## src/design/prsd_pkg.sv

```systemverilog
// Shared types, codes and helper functions of the relocation stream decoder.
`timescale 1ns / 1ps
package prsd_pkg;

    localparam int DEFAULT_TABLE_DEPTH = 256;
    localparam int DEFAULT_NUM_SEGMENTS = 32;

    localparam logic [2:0] OP_HALF = 3'd0;
    localparam logic [2:0] OP_READ = 3'd1;
    localparam logic [2:0] OP_FLAG_WR = 3'd2;
    localparam logic [2:0] OP_TYPE_WR = 3'd3;
    localparam logic [2:0] OP_SEG_WR = 3'd4;
    localparam logic [2:0] OP_START = 3'd5;

    localparam logic [2:0] PH_CMD = 3'd0;
    localparam logic [2:0] PH_BASE_LO = 3'd1;
    localparam logic [2:0] PH_BASE_HI = 3'd2;
    localparam logic [2:0] PH_OFF_LO = 3'd3;
    localparam logic [2:0] PH_ADDR_LO = 3'd4;
    localparam logic [2:0] PH_ADDR_HI = 3'd5;
    localparam logic [2:0] PH_LO16 = 3'd6;
    localparam logic [2:0] PH_READ = 3'd7;

    localparam logic [1:0] KIND_READ = 2'd0;
    localparam logic [1:0] KIND_WRITE = 2'd1;
    localparam logic [1:0] KIND_ERROR = 2'd2;

    localparam logic [2:0] ERR_NONE = 3'd0;
    localparam logic [2:0] ERR_BASE_SIZE = 3'd1;
    localparam logic [2:0] ERR_OFFSET_SIZE = 3'd2;
    localparam logic [2:0] ERR_TARGET = 3'd3;
    localparam logic [2:0] ERR_ADDRESS = 3'd4;
    localparam logic [2:0] ERR_LO16_MODE = 3'd5;
    localparam logic [2:0] ERR_TYPE = 3'd6;

    localparam logic [2:0] REG_FLAG_WIDTH = 3'd0;
    localparam logic [2:0] REG_SEG_WIDTH = 3'd1;
    localparam logic [2:0] REG_TYPE_WIDTH = 3'd2;
    localparam logic [2:0] REG_ADDR_LOW = 3'd3;
    localparam logic [2:0] REG_ADDR_HIGH = 3'd4;

    localparam logic [31:0] JUMP_TOP_MASK = 32'hFC000000;
    localparam logic [31:0] JUMP_LOW_MASK = 32'h03FFFFFF;
    localparam logic [31:0] J_OPCODE = 32'h08000000;
    localparam logic [31:0] JAL_OPCODE = 32'h0C000000;
    localparam logic [31:0] HI_CARRY = 32'h00010000;
    localparam logic [7:0] SIZE_MASK = 8'h06;
    localparam logic [7:0] MODE_MASK = 8'h38;

    typedef struct packed {
        logic [31:0] reloc_base;
        logic [7:0]  off_seg;
        logic [31:0] low_addend;
        logic [7:0]  prev_type;
        logic [2:0]  phase;
        logic [15:0] pend_cmd;
        logic [31:0] pend_target;
        logic [31:0] pend_addr;
    } prsd_state_t;

    typedef struct packed {
        logic [1:0]  kind;
        logic [31:0] address;
        logic [31:0] word;
        logic [2:0]  error_code;
        logic        last;
    } prsd_result_t;

    function automatic logic [15:0] bits_at(input logic [15:0] cmd, input logic [5:0] pos,
                                            input logic [3:0] w);
        logic [15:0] v;
        begin
            v = 16'd0;
            if (pos < 6'd16)
            begin
                v = (cmd >> pos[3:0]) & ((16'd1 << w) - 16'd1);
            end
            return v;
        end
    endfunction

    function automatic logic [31:0] asr32(input logic [31:0] v, input logic [5:0] n);
        logic [4:0] nn;
        begin
            nn = (n > 6'd31) ? 5'd31 : n[4:0];
            return $unsigned($signed(v) >>> nn);
        end
    endfunction

endpackage

```

## src/design/prsd_out_queue.sv

```systemverilog
// Result queue: takes up to two result items a cycle and hands them out one at a time.
`timescale 1ns / 1ps
module prsd_out_queue (
    input  logic                   clk,
    input  logic                   rst_n,
    input  logic [1:0]             push_count,
    input  prsd_pkg::prsd_result_t push0,
    input  prsd_pkg::prsd_result_t push1,
    output logic                   almost_full,
    output logic                   out_valid,
    input  logic                   out_stall,
    output prsd_pkg::prsd_result_t head
);
    import prsd_pkg::*;

    localparam int QDEPTH = 8;
    localparam int QAW = $clog2(QDEPTH);

    prsd_result_t q_reg [QDEPTH];
    logic [QAW-1:0] rd_reg, rd_next;
    logic [QAW-1:0] wr_reg, wr_next;
    logic [QAW:0]   cnt_reg, cnt_next;
    logic           pop;
    logic [QAW-1:0] wr_plus1;

    assign pop = out_valid && !out_stall;
    assign wr_plus1 = wr_reg + 1'b1;
    assign rd_next = rd_reg + {{(QAW-1){1'b0}}, pop};
    assign wr_next = wr_reg + QAW'(push_count);
    assign cnt_next = cnt_reg + (QAW+1)'(push_count) - (QAW+1)'(pop);
    assign out_valid = cnt_reg != '0;
    assign head = q_reg[rd_reg];
    assign almost_full = cnt_reg > (QAW+1)'(QDEPTH/2);

    always_ff @(posedge clk or negedge rst_n)
    begin
        if (!rst_n)
        begin
            rd_reg <= '0;
            wr_reg <= '0;
            cnt_reg <= '0;
        end
        else
        begin
            rd_reg <= rd_next;
            wr_reg <= wr_next;
            cnt_reg <= cnt_next;
        end
    end

    always_ff @(posedge clk)
    begin
        if (push_count != 2'd0)
        begin
            q_reg[wr_reg] <= push0;
        end
        if (push_count == 2'd2)
        begin
            q_reg[wr_plus1] <= push1;
        end
    end
endmodule

```

## config.mk

```make
export PLATFORM = sky130hd
export DESIGN_NAME = prsd_out_queue
export DESIGN_NICKNAME = d
export VERILOG_FILES = /design/src/design/prsd_pkg.sv /design/src/design/prsd_out_queue.sv
export SDC_FILE = /design/constraint.sdc
export NUM_CORES = 1
export LEC_CHECK = 0
export BUFFER_PORTS_ARGS = -buffer_cell sky130_fd_sc_hd__buf_2
export CAP_MARGIN = 25
export CORE_UTILIZATION = 55
export DETAILED_ROUTE_END_ITERATION = 8
export MAX_ROUTING_LAYER = met4
export PLACE_DENSITY_LB_ADDON = 0.05
export SETUP_SLACK_MARGIN = 0.5
export SKIP_CTS_REPAIR_TIMING = 1
export SLEW_MARGIN = 40
export SYNTH_ARGS = -nofsm -noshare
export SYNTH_HDL_FRONTEND = slang
export SYNTH_SLANG_ARGS = --single-unit
```

## constraint.sdc

```tcl
create_clock -name clk -period 6.6 [get_ports clk]
set_clock_uncertainty 0.2 [all_clocks]
set_input_delay 0.66 -clock clk [delete_from_list [all_inputs] [get_ports clk]]
set_output_delay 0.66 -clock clk [all_outputs]
set_load 0.02 [all_outputs]
```

==> results.md <==
STA
- 0.832 ns — transition time at the pin with the least slew margin
- no — RSZ-0062 raised after global routing
- 0 — Slew Limit Fails
- 57.0% — share of the clock period used by the worst path after layout
- 0.179 ns — post-route worst hold slack
- 0 ns — setup total negative slack
- 44.5% — tightest slew margin relative to the limit
- 0 — setup violation total in the final timing report
- 0 — final hold violation count
- 3.76 ns — Final Critical Period
- 0.266 GHz — Peak Freq

Global routing
- 0 — remaining global-route overflow
- 80 — largest net degree at the start of global routing
- 27.6% — GR Util All Layers
- 11 — initial antenna violation count
- 16200 — vias in the first global route
- 104000 µm — global-route wire length before repair

Logic synthesis
- mux2_2 — most frequent cell after synthesis
- edfxtp_1 — prevailing post-synth register cell
- 1658 — syn nets
- edfxtp_1 (59%), mux2_2 (25%), mux4_2 (11%) — most area-consuming cells after synthesis
- 59.3% — area share of the largest cell type after synthesis
- 1.75% — Async SR Flop Fraction
- 18.9 µm² — Mean Syn Cell Area
- 32 — number of library cell types mapped by synthesis
- 0.0284 mm² — cell area after synthesis
- edfxtp_1 — top cell type by total area after synthesis
- mux2_2 (630), edfxtp_1 (560), mux4_2 (140) — leading cell types by count after synthesis
- 60.2% — proportion of synthesized chip area in sequential cells
- 560 — number of enable flip-flop cells after synthesis
- 0 — count of yosys warnings during synthesis
- 570 — number of register bits inferred by synthesis
- 1502 — Post-Synthesis Cells

Clock network
- 0.62 ns — clock latency of the later-clocked register in the worst-skew pair
- 2 — H-tree lvl count
- 3 — maximum buffer depth of the clock tree
- 61 — TritonCTS Buffers
- 570 — number of clock sinks
- 0.06 ns — Clock Pin Slew Worst Setup and Hold Paths
- done — clock tree from TritonCTS
- clkbuf_16 — Clk Tree Root Cell

Place
- 216 — Port-buffer cells
- 0.766 — final weighted congestion of routability-driven global placement
- 37300 µm — Detail Placement HPWL
- 2331 — DP Cell Count

Power and ir drop
- 0.301 mV — highest ir drop seen on vdd
- 14800 µW — power consumption
- 22.5% — part of the power in the clock network
- 457 mW/mm² — power density normalized to cell area
- 38.3% — fraction of power consumed by sequential logic
- 33.8% — sw frac
- 0.0111 µW — Pleak
- 5000 µW — net switching power of the design
- 39.2% — relative contribution of combinational cells to total power
- 9780 µW — Internal Pwr Total

Routing
- 5 — router iterations before antenna repair
- 6.10 — ratio of routed vias to standard cells
- 28.0 µm — routed wire length per instance
- 0 — Post-route DRC
- 1344 — count of routing violations after the opening detailed-route iteration
- 0 — remaining antenna violation count after routing
- 15000 — routed vias
- 68700 µm — total routed wirelength

Critical path
- 0.97 ns — Slowest Stage Delay on Critical Path
- rd_reg[1] — Critical Path Start
- buf_4, mux2_2, buf_2 — cell breakdown of the critical path
- 2.90 ns — arrival time of the worst setup path
- 43 — Crit Path Max Fanout
- dfrtp_4 — CP max stage cell
- primary output — kind of end point of the critical path
- flop to primary output — path type of the worst setup path
- 5.74 ns — data required time of the critical path
- wr_reg[1] — worst flop-to-flop path startpoint
- flop — launching element type of the critical path

Die
- 229 µm — die outline height
- 0.0505 mm² — core area
- 56.2% — effective utilization at floorplan
- 229 µm — die width
- 0.0525 mm² — total die area
- 82 — Placement Rows
- 217 — top-level port count

Finish
- 2457 — non-filler cells in the finished layout
- 14.1% — layout-stage area growth over the synthesis result
- 3691 — fill cell count
- 1879 — Final #Nets
- 64.1% — layout cells sized above 1
- 560 — Largest register FFs

Outcome
- finished clean — run status

Worst hold path
- out_stall — worst min-delay path startpoint
- input port to flop — min-delay worst type

Run
- 0 — number of maximum-capacitance constraint violations

layout make-up:
type / instances / area [µm²] / share of cell area, %
multi-input combinational: 823 / 10900 / 33.6
clock buffer: 74 / 1620 / 5.00
clock inverter: 39 / 307 / 0.948
inverter: 12 / 45.0 / 0.139
tap: 672 / 841 / 2.60
antenna: 12 / 30.0 / 0.0928
sequential: 570 / 17100 / 52.8
timing repair buffer: 255 / 1570 / 4.85
power by group through the flow:
stage	logic (µW)	clock network, µW	registers [µW]
3_3_place_gp	5560	0	5880
3_5_place_dp	5890	0	5740
5_1_grt	6160	3520	5750
4_1_cts	5910	3380	5670
6_report	5800	3320	5660
2_1_floorplan	3990	0	5730
final timing paths:
kind / depth (start not counted) / endpoint / slack, ns
worst max-delay path: 3 / head[8] / 2.84
worst min-delay path: 3 / rd_reg[0] / 0.18
worst max register to register: 6 / q_reg[2][26] / 3.04
worst min register to register: 1 / rd_reg[0] / 0.37
max in group asynchronous: 2 / rd_reg[1] / 5.72
min in group asynchronous: 2 / cnt_reg[3] / 0.24
worst max-delay path, delay by kind of cell, from the launching register on:
family | cells | cell delay [ns]
DFF | 1 | 0.97
buffers and inverters | 2 | 0.83
muxes | 1 | 0.46
cell usage in the layout (no fill, tap or decap), types with 3 or more instances in the layout:
cell	instances
buf_12	9
buf_2	216
buf_4	19
nand2_1	3
mux4_2	140
dfrtp_1	7
xor2_1	3
buf_6	5
bufinv_16	5
a21oi_1	3
edfxtp_1	560
dfrtp_4	3
diode_2	12
clkinv_2	19
clkbuf_1	11
inv_1	12
o21ai_4	4
ha_1	9
buf_8	3
clkinv_1	14
mux2_2	630
clkbuf_16	63
nand2_4	4
cell families after synthesis:
kind of cell	Yosys count	share of synthesized area [%]
and+or+nand+nor	19	0.384
muxes	770	36.1
AOI/OAI and AO/OA	16	0.344
DFF	570	60.2
adders and majority gates	11	0.538
xor gates and xnor gates	7	0.269
buffers and inverters	109	2.14
through the flow:
| step | utilization [%] | area, µm² | worst slack [ns] |
|---|---|---|---|
| after global routing | 64.1 | 32300 | 2.75 |
| after detailed placement | 60.2 | 30400 | 2.86 |
| after floorplan | - | 28400 | 0.0289 |
| after global placement | 59.8 | 30200 | 2.87 |
| final | 64.1 | 32300 | 2.84 |
| after CTS | 64.0 | 32300 | 2.78 |
per-layer routing:
| layer | up-vias | wire length, µm | track usage (%) |
|---|---|---|---|
| met1 | 7888 | 28600 | 35.1 |
| met2 | 359 | 35400 | 45.6 |
| met3 | 89 | 3380 | 4.77 |
| met4 | 0 | 1320 | 7.71 |
| li1 | 6644 | - | - |
| met5 | - | 0 | - |
(Power assumes the default switching activity.)
